==> src/rtl/lcdtc_pkg.sv <==
// ----------------------------------------------------------------------------
// LCD text controller package
// Shared types, character codes, command bytes and lookup functions for the
// character LCD text and cursor controller.
// ----------------------------------------------------------------------------
package lcdtc_pkg;

  // Control characters that get special handling.
  localparam logic [7:0] CH_TAB = 8'h09;
  localparam logic [7:0] CH_LF  = 8'h0A;
  localparam logic [7:0] CH_FF  = 8'h0C;
  localparam logic [7:0] CH_CR  = 8'h0D;

  // Display commands.
  localparam logic [7:0] CMD_CLEAR = 8'h01;

  // Result status codes.
  localparam logic [1:0] STATUS_OK     = 2'd0;
  localparam logic [1:0] STATUS_NO_ROW = 2'd1;
  localparam logic [1:0] STATUS_NO_COL = 2'd2;

  // Request types.
  localparam logic REQ_TEXT = 1'b0;
  localparam logic REQ_INIT = 1'b1;

  // Configuration register indexes.
  localparam logic [1:0] CFG_ROW_COUNT    = 2'd0;
  localparam logic [1:0] CFG_COLUMN_COUNT = 2'd1;
  localparam logic [1:0] CFG_TAB_SIZE     = 2'd2;

  // Display geometry limits.
  localparam logic [2:0] MAX_ROWS = 3'd4;
  localparam logic [5:0] MAX_COLS = 6'd40;

  // Index of the final byte of the setup sequence.
  localparam logic [2:0] INIT_LAST = 3'd6;

  // Controller states.
  typedef enum logic [2:0] {
    ST_IDLE,
    ST_DISPATCH,
    ST_DIV,
    ST_EXEC,
    ST_INIT,
    ST_OUT
  } state_t;

  // Commands from the controller to the datapath.
  typedef struct packed {
    logic load;
    logic div_step;
    logic exec;
    logic init_load;
    logic init_next;
  } ctrl_cmd_t;

  // Status from the datapath to the controller.
  typedef struct packed {
    logic is_init;
    logic is_tab;
    logic div_last;
    logic init_last;
  } ctrl_sts_t;

  // DDRAM base address command for each row.
  function automatic logic [7:0] row_base(input logic [1:0] row);
    logic [7:0] base;
    case (row)
      2'd0:    base = 8'h80;
      2'd1:    base = 8'hC0;
      2'd2:    base = 8'h94;
      2'd3:    base = 8'hD4;
      default: base = 8'h80;
    endcase
    return base;
  endfunction

  // 4-bit mode setup sequence.
  function automatic logic [7:0] init_byte(input logic [2:0] idx);
    logic [7:0] b;
    case (idx)
      3'd0:    b = 8'h33;
      3'd1:    b = 8'h32;
      3'd2:    b = 8'h28;
      3'd3:    b = 8'h08;
      3'd4:    b = 8'h01;
      3'd5:    b = 8'h06;
      3'd6:    b = 8'h0C;
      default: b = 8'h0C;
    endcase
    return b;
  endfunction

endpackage

==> src/rtl/lcdtc_in_if.sv <==
// ----------------------------------------------------------------------------
// LCD text controller request channel
// Valid/ready channel carrying one text or initialization request per beat.
// ----------------------------------------------------------------------------
interface lcdtc_in_if;
  logic       valid;
  logic       ready;
  logic       req_type;
  logic [7:0] char_code;

  modport source (output valid, output req_type, output char_code, input ready);
  modport sink   (input valid, input req_type, input char_code, output ready);
endinterface

==> src/rtl/lcdtc_out_if.sv <==
// ----------------------------------------------------------------------------
// LCD text controller result channel
// Valid/ready channel carrying one display bus write or status per beat.
// ----------------------------------------------------------------------------
interface lcdtc_out_if;
  logic       valid;
  logic       ready;
  logic       bus_write;
  logic       register_select;
  logic [7:0] bus_byte;
  logic [1:0] status_code;
  logic       last_of_run;

  modport source (
    output valid, output bus_write, output register_select, output bus_byte,
    output status_code, output last_of_run, input ready
  );
  modport sink (
    input valid, input bus_write, input register_select, input bus_byte,
    input status_code, input last_of_run, output ready
  );
endinterface

==> src/rtl/lcdtc_ctrl.sv <==
// ----------------------------------------------------------------------------
// LCD text controller sequencer
// State machine that steps the datapath through one request at a time and
// drives the handshakes of both channels.
// ----------------------------------------------------------------------------
module lcdtc_ctrl
  import lcdtc_pkg::*;
(
  input  logic      clk,
  input  logic      rst_n,
  input  logic      in_valid,
  output logic      in_ready,
  output logic      out_valid,
  input  logic      out_ready,
  input  ctrl_sts_t sts,
  output ctrl_cmd_t cmd
);

  state_t state_r;
  state_t state_nxt;

  // State register.
  always_ff @(posedge clk) begin
    if (!rst_n) begin
      state_r <= ST_IDLE;
    end else begin
      state_r <= state_nxt;
    end
  end

  // Next state and commands.
  always_comb begin
    state_nxt = state_r;
    cmd       = '0;
    in_ready  = 1'b0;
    out_valid = 1'b0;
    case (state_r)
      ST_IDLE: begin
        in_ready = 1'b1;
        if (in_valid) begin
          cmd.load  = 1'b1;
          state_nxt = ST_DISPATCH;
        end
      end
      ST_DISPATCH: begin
        if (sts.is_init) begin
          state_nxt = ST_INIT;
        end else if (sts.is_tab) begin
          state_nxt = ST_DIV;
        end else begin
          state_nxt = ST_EXEC;
        end
      end
      ST_DIV: begin
        // One remainder bit per cycle for the tab stop.
        cmd.div_step = 1'b1;
        if (sts.div_last) begin
          state_nxt = ST_EXEC;
        end
      end
      ST_EXEC: begin
        cmd.exec  = 1'b1;
        state_nxt = ST_OUT;
      end
      ST_INIT: begin
        cmd.init_load = 1'b1;
        state_nxt     = ST_OUT;
      end
      ST_OUT: begin
        out_valid = 1'b1;
        if (out_ready) begin
          if (sts.is_init && !sts.init_last) begin
            cmd.init_next = 1'b1;
            state_nxt     = ST_INIT;
          end else begin
            state_nxt = ST_IDLE;
          end
        end
      end
      default: begin
        state_nxt = ST_IDLE;
      end
    endcase
  end

endmodule

==> src/rtl/lcdtc_dp.sv <==
// ----------------------------------------------------------------------------
// LCD text controller datapath
// Holds the configuration, the cursor, the current request, a bit-serial
// remainder unit for tab stops and the result register.
// ----------------------------------------------------------------------------
module lcdtc_dp
  import lcdtc_pkg::*;
(
  input  logic       clk,
  input  logic       rst_n,
  input  logic       cfg_we,
  input  logic [1:0] cfg_index,
  input  logic [5:0] cfg_wdata,
  input  logic       in_req_type,
  input  logic [7:0] in_char_code,
  input  ctrl_cmd_t  cmd,
  output ctrl_sts_t  sts,
  output logic       out_bus_write,
  output logic       out_register_select,
  output logic [7:0] out_bus_byte,
  output logic [1:0] out_status_code,
  output logic       out_last_of_run
);

  // Configuration registers.
  logic [2:0] row_count_r;
  logic [5:0] column_count_r;
  logic [4:0] tab_size_r;

  // Cursor and current request.
  logic [1:0] cur_row_r, cur_row_nxt;
  logic [5:0] cur_col_r, cur_col_nxt;
  logic       item_req_r;
  logic [7:0] item_char_r;
  logic [2:0] init_idx_r, init_idx_nxt;

  // Remainder unit.
  logic [5:0] rem_r, rem_nxt;
  logic [2:0] bit_idx_r, bit_idx_nxt;

  // Result register.
  logic       res_wr_r, res_wr_nxt;
  logic       res_rs_r, res_rs_nxt;
  logic [7:0] res_byte_r, res_byte_nxt;
  logic [1:0] res_status_r, res_status_nxt;
  logic       res_last_r, res_last_nxt;

  // Effective limits and per-request values.
  logic [2:0] rows_eff;
  logic [5:0] cols_eff;
  logic [4:0] ts_eff;
  logic [5:0] rem_sh;
  logic [6:0] tab_target;
  logic [1:0] ex_row;
  logic [5:0] ex_col;
  logic       ex_addr;
  logic       ex_wr;
  logic       ex_rs;
  logic [7:0] ex_byte;
  logic [1:0] ex_status;

  // Configuration writes.
  always_ff @(posedge clk) begin
    if (!rst_n) begin
      row_count_r    <= 3'd2;
      column_count_r <= 6'd16;
      tab_size_r     <= 5'd4;
    end else if (cfg_we) begin
      case (cfg_index)
        CFG_ROW_COUNT:    row_count_r    <= cfg_wdata[2:0];
        CFG_COLUMN_COUNT: column_count_r <= cfg_wdata;
        CFG_TAB_SIZE:     tab_size_r     <= cfg_wdata[4:0];
        default:          ;
      endcase
    end
  end

  // Clamp the limits to what the display supports.
  always_comb begin
    if (row_count_r == 3'd0) begin
      rows_eff = 3'd1;
    end else if (row_count_r > MAX_ROWS) begin
      rows_eff = MAX_ROWS;
    end else begin
      rows_eff = row_count_r;
    end
    cols_eff = (column_count_r > MAX_COLS) ? MAX_COLS : column_count_r;
    ts_eff   = (tab_size_r == 5'd0) ? 5'd1 : tab_size_r;
  end

  // Restoring remainder step: shift in one cursor bit and reduce.
  always_comb begin
    rem_sh = {rem_r[4:0], cur_col_r[bit_idx_r]};
    if (rem_sh >= {1'b0, ts_eff}) begin
      rem_sh = rem_sh - {1'b0, ts_eff};
    end
  end

  // Next tab stop: strictly past the cursor on a multiple of the tab size.
  assign tab_target = {1'b0, cur_col_r} + {2'b00, ts_eff} - {1'b0, rem_r};

  // Result and cursor update for a text request.
  always_comb begin
    ex_row    = cur_row_r;
    ex_col    = cur_col_r;
    ex_addr   = 1'b0;
    ex_wr     = 1'b0;
    ex_rs     = 1'b0;
    ex_byte   = 8'h00;
    ex_status = STATUS_OK;
    case (item_char_r)
      CH_FF: begin
        ex_wr   = 1'b1;
        ex_byte = CMD_CLEAR;
        ex_row  = 2'd0;
        ex_col  = 6'd0;
      end
      CH_LF: begin
        if (({1'b0, cur_row_r} + 3'd1) < rows_eff) begin
          ex_row  = cur_row_r + 2'd1;
          ex_addr = 1'b1;
        end else begin
          ex_status = STATUS_NO_ROW;
        end
      end
      CH_CR: begin
        ex_col  = 6'd0;
        ex_addr = 1'b1;
      end
      CH_TAB: begin
        if (tab_target < {1'b0, cols_eff}) begin
          ex_col  = tab_target[5:0];
          ex_addr = 1'b1;
        end else begin
          ex_status = STATUS_NO_COL;
        end
      end
      default: begin
        if (cur_col_r < cols_eff) begin
          ex_wr   = 1'b1;
          ex_rs   = 1'b1;
          ex_byte = item_char_r;
          ex_col  = cur_col_r + 6'd1;
        end else begin
          ex_status = STATUS_NO_COL;
        end
      end
    endcase
    // Cursor moves are followed by a set-address command.
    if (ex_addr) begin
      ex_wr   = 1'b1;
      ex_byte = row_base(ex_row) + {2'b00, ex_col};
    end
  end

  // Next values of the working registers.
  always_comb begin
    cur_row_nxt    = cur_row_r;
    cur_col_nxt    = cur_col_r;
    init_idx_nxt   = init_idx_r;
    rem_nxt        = rem_r;
    bit_idx_nxt    = bit_idx_r;
    res_wr_nxt     = res_wr_r;
    res_rs_nxt     = res_rs_r;
    res_byte_nxt   = res_byte_r;
    res_status_nxt = res_status_r;
    res_last_nxt   = res_last_r;
    if (cmd.load) begin
      init_idx_nxt = 3'd0;
      rem_nxt      = 6'd0;
      bit_idx_nxt  = 3'd5;
      if (in_req_type == REQ_INIT) begin
        cur_row_nxt = 2'd0;
        cur_col_nxt = 6'd0;
      end
    end
    if (cmd.div_step) begin
      rem_nxt     = rem_sh;
      bit_idx_nxt = bit_idx_r - 3'd1;
    end
    if (cmd.exec) begin
      cur_row_nxt    = ex_row;
      cur_col_nxt    = ex_col;
      res_wr_nxt     = ex_wr;
      res_rs_nxt     = ex_rs;
      res_byte_nxt   = ex_byte;
      res_status_nxt = ex_status;
      res_last_nxt   = 1'b1;
    end
    if (cmd.init_load) begin
      res_wr_nxt     = 1'b1;
      res_rs_nxt     = 1'b0;
      res_byte_nxt   = init_byte(init_idx_r);
      res_status_nxt = STATUS_OK;
      res_last_nxt   = (init_idx_r == INIT_LAST);
    end
    if (cmd.init_next) begin
      init_idx_nxt = init_idx_r + 3'd1;
    end
  end

  // Cursor holds control state and is reset.
  always_ff @(posedge clk) begin
    if (!rst_n) begin
      cur_row_r <= 2'd0;
      cur_col_r <= 6'd0;
    end else begin
      cur_row_r <= cur_row_nxt;
      cur_col_r <= cur_col_nxt;
    end
  end

  // Payload and working registers.
  always_ff @(posedge clk) begin
    if (cmd.load) begin
      item_req_r  <= in_req_type;
      item_char_r <= in_char_code;
    end
    init_idx_r   <= init_idx_nxt;
    rem_r        <= rem_nxt;
    bit_idx_r    <= bit_idx_nxt;
    res_wr_r     <= res_wr_nxt;
    res_rs_r     <= res_rs_nxt;
    res_byte_r   <= res_byte_nxt;
    res_status_r <= res_status_nxt;
    res_last_r   <= res_last_nxt;
  end

  // Status to the sequencer.
  assign sts.is_init   = (item_req_r == REQ_INIT);
  assign sts.is_tab    = (item_char_r == CH_TAB);
  assign sts.div_last  = (bit_idx_r == 3'd0);
  assign sts.init_last = (init_idx_r == INIT_LAST);

  assign out_bus_write       = res_wr_r;
  assign out_register_select = res_rs_r;
  assign out_bus_byte        = res_byte_r;
  assign out_status_code     = res_status_r;
  assign out_last_of_run     = res_last_r;

endmodule

==> src/rtl/char_lcd_text_cursor_controller.sv <==
// ----------------------------------------------------------------------------
// Character LCD text and cursor controller
// Converts text bytes into HD44780-style command and data writes.
// ----------------------------------------------------------------------------
// One request is handled at a time. A text byte passes through accept, decode,
// execute and present states before its result is offered, and a tab also
// passes a remainder state while a one-bit-per-cycle remainder unit finds the
// next tab stop. An initialization request produces seven command beats, each
// loaded in the init state and offered in the output state. The next request is
// accepted in the cycle after the last result of a request is taken. The
// cursor is checked against the limits in force when a byte is executed; set
// row_count, column_count and tab_size only while the block is idle.
module char_lcd_text_cursor_controller
  import lcdtc_pkg::*;
(
  input  logic        clk,
  input  logic        rst_n,
  input  logic        cfg_we,
  input  logic [1:0]  cfg_index,
  input  logic [5:0]  cfg_wdata,
  lcdtc_in_if.sink    in_ch,
  lcdtc_out_if.source out_ch
);

  ctrl_cmd_t cmd;
  ctrl_sts_t sts;

  // Sequencer.
  lcdtc_ctrl u_ctrl (
    .clk       (clk),
    .rst_n     (rst_n),
    .in_valid  (in_ch.valid),
    .in_ready  (in_ch.ready),
    .out_valid (out_ch.valid),
    .out_ready (out_ch.ready),
    .sts       (sts),
    .cmd       (cmd)
  );

  // Datapath.
  lcdtc_dp u_dp (
    .clk                 (clk),
    .rst_n               (rst_n),
    .cfg_we              (cfg_we),
    .cfg_index           (cfg_index),
    .cfg_wdata           (cfg_wdata),
    .in_req_type         (in_ch.req_type),
    .in_char_code        (in_ch.char_code),
    .cmd                 (cmd),
    .sts                 (sts),
    .out_bus_write       (out_ch.bus_write),
    .out_register_select (out_ch.register_select),
    .out_bus_byte        (out_ch.bus_byte),
    .out_status_code     (out_ch.status_code),
    .out_last_of_run     (out_ch.last_of_run)
  );

endmodule

==> src/flat_wrapper.sv <==
// flat-port wrapper written by rule: the top's interface ports become plain ports
module char_lcd_text_cursor_controller_flat import lcdtc_pkg::*;
  (clk, rst_n, cfg_we, cfg_index, cfg_wdata, in_ch_valid, in_ch_req_type, in_ch_char_code, in_ch_ready, out_ch_valid, out_ch_bus_write, out_ch_register_select, out_ch_bus_byte, out_ch_status_code, out_ch_last_of_run, out_ch_ready);
  lcdtc_in_if in_ch_i ();
  lcdtc_out_if out_ch_i ();
  input  logic clk;
  input  logic rst_n;
  input  logic cfg_we;
  input  logic [1:0] cfg_index;
  input  logic [5:0] cfg_wdata;
  input wire logic [$bits(in_ch_i.valid)-1:0] in_ch_valid;
  input wire logic [$bits(in_ch_i.req_type)-1:0] in_ch_req_type;
  input wire logic [$bits(in_ch_i.char_code)-1:0] in_ch_char_code;
  output wire logic [$bits(in_ch_i.ready)-1:0] in_ch_ready;
  output wire logic [$bits(out_ch_i.valid)-1:0] out_ch_valid;
  output wire logic [$bits(out_ch_i.bus_write)-1:0] out_ch_bus_write;
  output wire logic [$bits(out_ch_i.register_select)-1:0] out_ch_register_select;
  output wire logic [$bits(out_ch_i.bus_byte)-1:0] out_ch_bus_byte;
  output wire logic [$bits(out_ch_i.status_code)-1:0] out_ch_status_code;
  output wire logic [$bits(out_ch_i.last_of_run)-1:0] out_ch_last_of_run;
  input wire logic [$bits(out_ch_i.ready)-1:0] out_ch_ready;
  assign in_ch_i.valid = in_ch_valid;
  assign in_ch_i.req_type = in_ch_req_type;
  assign in_ch_i.char_code = in_ch_char_code;
  assign in_ch_ready = in_ch_i.ready;
  assign out_ch_valid = out_ch_i.valid;
  assign out_ch_bus_write = out_ch_i.bus_write;
  assign out_ch_register_select = out_ch_i.register_select;
  assign out_ch_bus_byte = out_ch_i.bus_byte;
  assign out_ch_status_code = out_ch_i.status_code;
  assign out_ch_last_of_run = out_ch_i.last_of_run;
  assign out_ch_i.ready = out_ch_ready;
  char_lcd_text_cursor_controller u_core (.clk(clk), .rst_n(rst_n), .cfg_we(cfg_we), .cfg_index(cfg_index), .cfg_wdata(cfg_wdata), .in_ch(in_ch_i), .out_ch(out_ch_i));
endmodule
==> config.mk <==
export PLATFORM = sky130hd
export DESIGN_NAME = char_lcd_text_cursor_controller_flat
export DESIGN_NICKNAME = d
export VERILOG_FILES = /design/src/rtl/lcdtc_pkg.sv /design/src/rtl/lcdtc_in_if.sv /design/src/rtl/lcdtc_out_if.sv /design/src/rtl/lcdtc_ctrl.sv /design/src/rtl/lcdtc_dp.sv /design/src/rtl/char_lcd_text_cursor_controller.sv /design/src/flat_wrapper.sv
export SDC_FILE = /design/constraint.sdc
export NUM_CORES = 1
export LEC_CHECK = 0
export CAP_MARGIN = 20
export CORE_UTILIZATION = 35
export CTS_CLUSTER_DIAMETER = 120
export DETAILED_ROUTE_END_ITERATION = 12
export DONT_BUFFER_PORTS = 1
export HOLD_SLACK_MARGIN = 0.06
export SKIP_LAST_GASP = 1
export SYNTH_ARGS = -nofsm -noshare
export SYNTH_HDL_FRONTEND = slang
export SYNTH_HIERARCHICAL = 1
export SYNTH_SLANG_ARGS = --single-unit
==> constraint.sdc <==
create_clock -name clk -period 5.48 [get_ports clk]
set_input_delay 0.822 -clock clk [delete_from_list [all_inputs] [get_ports clk]]
set_output_delay 0.822 -clock clk [all_outputs]
set_load 0.05 [all_outputs]
==> results.txt <==
Hpwl dp - 7070 um
Slew Limit Fails - 0
Post-Route WL - 9260 um
Min-Delay Endpoint - u_core/u_dp/row_count_r[0]
Worst r2r src - u_core/u_dp/cur_col_r[3]
Final min period - 4990 ps
P per Cell Area - 322 nW/um2
Synthesized area - 4140 um2
RSZ-0062 raised after global routing - no
Ports - 37
Clock Skew - 10.8 ps
Post-cts hold buffer count - 0
Maxcap violations - 0
Critical path's largest stage delay - 540 ps
Placed inst area - 4280 um2
Slowest-stage cell, CP - fa_1
Total grt overflow - 0
Routed met1 length - 4230 um
Pwr Total - 1.48 mW
Crit start category - flop
Synthesized Nets - 504
TNS Setup - 0 ps
GRT Total Usage - 0.160
CP max FO - 9
Routability congestion estimate - 0.862
Initial core utilization - 0.361
Reg-to-reg critical path endpoint - u_core/u_dp/out_bus_byte[5]
Diodes inserted - 0
Design area - 4600 um2
WL/cell - 15.8 um
Pre-CTS WS - 574 ps
# DRC - 0
Hold Path Stages - 2
Chip width - 111 um
Root buffer cell - clkbuf_16
CTS sink count - 59
Classification of the worst-slack hold path - flop to flop
Syn avg cell area - 9.46 um2
Status - finished clean
Iter 0 DRT Violations - 183
Initial antenna violation count - 0
Top FF cell, synth - edfxtp_1
Met2 Routed Length - 4310 um
Post-Route Utilization - 0.401
Final Cycle Share - 0.911
Vias per cell - 5.34
Global-route wire length before repair - 15400 um
Worst endpoint required time - 5630 ps
R2R cell count - 20
FMAX - 200 MHz
Hold Fails Final Rpt - 0
Ranking of synthesized cells by area - edfxtp_1, dfxtp_1, ha_1
Die height - 111 um
FF/Latch Area - 1480 um2
Number of flops mapped to enable cells by yosys - 30
Vias in the first global route - 3114
Relative slew slack - 0.428
R2R setup slack - 490 ps
Maximum VDD drop - 0.000224 V
Final setup violation count - 0
Filler cells - 1099
Drt first pass iters - 4
Seq cells post-synth - 59
Largest net degree at the start of global routing - 26
Clock-pin slew on the worst setup and hold paths - 60 ps
Source of the worst hold timing path - u_core/u_dp/row_count_r[0]
Post-synth ARST share - 0
Post-CTS Resized - 0
Post-synthesis sequential area ratio - 0.358
Yosys cell types - 66
Core area - 11500 um2
Worst Slack Setup Final - 486 ps
Crit path top cell by count - ha_1
Synth warnings - 6
Htree depth - 3
WP data arrival - 5150 ps
Tightest Pin Transition - 853 ps
Mapped Cells - 438
Post-synth top area share - 0.217
Fin nets - 506
Longest Clk Path Bufs - 2
Port Buffer Count - 0
Highest routing layer actually used - met4
Clk_lat worst skew - 330 ps
Leak - 1.93 nW
Final hold slack - 520 ps
Proportion of layout cells with a drive suffix above 1 - 0.0831
Total Die Area - 12300 um2
Site Rows - 39
Met3 WL post-DR - 566 um
Multi-input gate area - 2460 um2
Synth-to-Final Area Change - 10.9%
Final Non-Filler Cells - 588
CP Cell Sequence - inv_1 > fa_1 > inv_1 > ha_1 > and2_1 > a311o_1 > a21oi_1 > xnor2_1 > ha_1 > a21oi_1 > o211ai_1 > nor2_1 > and2_1 > nand2_1 > o211ai_1 > ha_1 > a21o_1 > o31a_1 > and3_1 > nor3_1
Antenna violation net count after detailed routing - 0
CTS tree - done
Critical path capture point type - flop
Postcts setup bufs - 0
DR vias - 3138
Inst Count DP - 571
Yosys top cell by area - edfxtp_1
CTS Buf Count - 9
Worst Setup Path Type - flop to flop
kinds of logic after synthesis:
kind of cell,count (synthesis),synth area share
buffers and inverters,50,0.0486
XOR/XNOR,10,0.0211
AO/OA/AOI/OAI,94,0.158
AND/OR/NAND/NOR,160,0.217
multiplexers,21,0.0538
adder cells (fa/ha/maj),44,0.144
flip-flops,59,0.358
critical path: cells and delay by family, from the launching register on:
family                     cells  cell delay, ps
and+or+nand+nor                6            1000
AOI/OAI and AO/OA              7            1420
buffers and inverters          2             160
xor gates and xnor gates       1             190
DFF                            1             520
adders and majority gates      4            1520
power by group:
part           total (mW)  switching [mW]  internal, mW
registers           0.594          0.0791         0.515
logic               0.316           0.186         0.130
clock network       0.568           0.193         0.376
final cells by class:
| class | instances | area share |
|---|---|---|
| Clock buffer | 11 | 0.0553 |
| Timing Repair Buffer | 3 | 0.00490 |
| Sequential cell | 59 | 0.322 |
| Clock inverter | 5 | 0.0112 |
| Inverter | 38 | 0.0310 |
| Multi-Input combinational cell | 329 | 0.536 |
| Tap cell | 143 | 0.0389 |
flip-flops by register name (all words and copies together), names as in the netlist:
| name | cells |
|---|---|
| u_core/u_dp/out_bus_byte | 8 |
| u_core/u_dp/bit_idx_r | 3 |
| u_core/u_dp/item_char_r | 8 |
| u_core/u_dp/tab_size_r | 5 |
| u_core/u_dp/out_status_code | 2 |
| u_core/u_dp/out_last_of_run | 1 |
| u_core/u_dp/cur_col_r | 6 |
| u_core/u_dp/out_bus_write | 1 |
| u_core/u_dp/cur_row_r | 2 |
| u_core/u_dp/item_req_r | 1 |
| u_core/u_dp/column_count_r | 6 |
| u_core/u_dp/init_idx_r | 3 |
| u_core/u_dp/row_count_r | 3 |
| u_core/u_dp/rem_r | 6 |
| u_core/u_dp/out_register_select | 1 |
| u_core/u_ctrl/state_r | 3 |
layout by cell type (no fill, tap or decap), drive strengths merged, types with 6 or more instances in the layout:
cell / instances
and3: 6
and2: 8
mux2i: 20
dfxtp: 29
nor3: 9
o21ai: 20
a21o: 6
inv: 38
nand2b: 10
ha: 38
nand2: 36
a21oi: 24
edfxtp: 30
fa: 6
nor2: 27
a22oi: 8
clkbuf: 11
nand3: 10
nor2b: 32
metal layers:
layer | vias to the layer above | track usage
li1 | 1581 | -
met2 | 89 | 0.251
met4 | 0 | 0.0773
met3 | 13 | 0.0519
met5 | - | 0
met1 | 1455 | 0.198
synthesized netlist by cell type (3+ instances only):
cell type	instances
ha_1	38
inv_1	38
nand2_1	35
nor2b_1	31
edfxtp_1	30
dfxtp_1	29
nor2_1	27
a21oi_1	23
mux2i_1	20
o21ai_0	18
nand3_1	10
nand2b_1	9
nor3_1	9
a22oi_1	8
clkbuf_1	7
a21o_1	6
and2_1	6
and3_1	6
fa_1	6
xnor2_1	5
xor2_1	5
a221oi_1	4
o211ai_1	4
or2_2	4
a221o_1	3
buf_4	3
nand3b_1	3
nand4_1	3
nor3b_1	3
how the worst max path moves through the flow:
stage                                             end  slack (ps)                      from
after detailed placement  u_core/u_dp/out_bus_byte[5]         570  u_core/u_dp/cur_col_r[3]
after global placement    u_core/u_dp/out_bus_byte[5]         540  u_core/u_dp/cur_col_r[1]
after floorplan           u_core/u_dp/out_bus_byte[4]        1020  u_core/u_dp/cur_col_r[3]
after CTS                 u_core/u_dp/out_bus_byte[5]         530  u_core/u_dp/cur_col_r[3]
final                     u_core/u_dp/out_bus_byte[5]         490  u_core/u_dp/cur_col_r[3]
after global routing      u_core/u_dp/out_bus_byte[7]         110  u_core/u_dp/cur_col_r[3]
(Power assumes the default switching activity.)
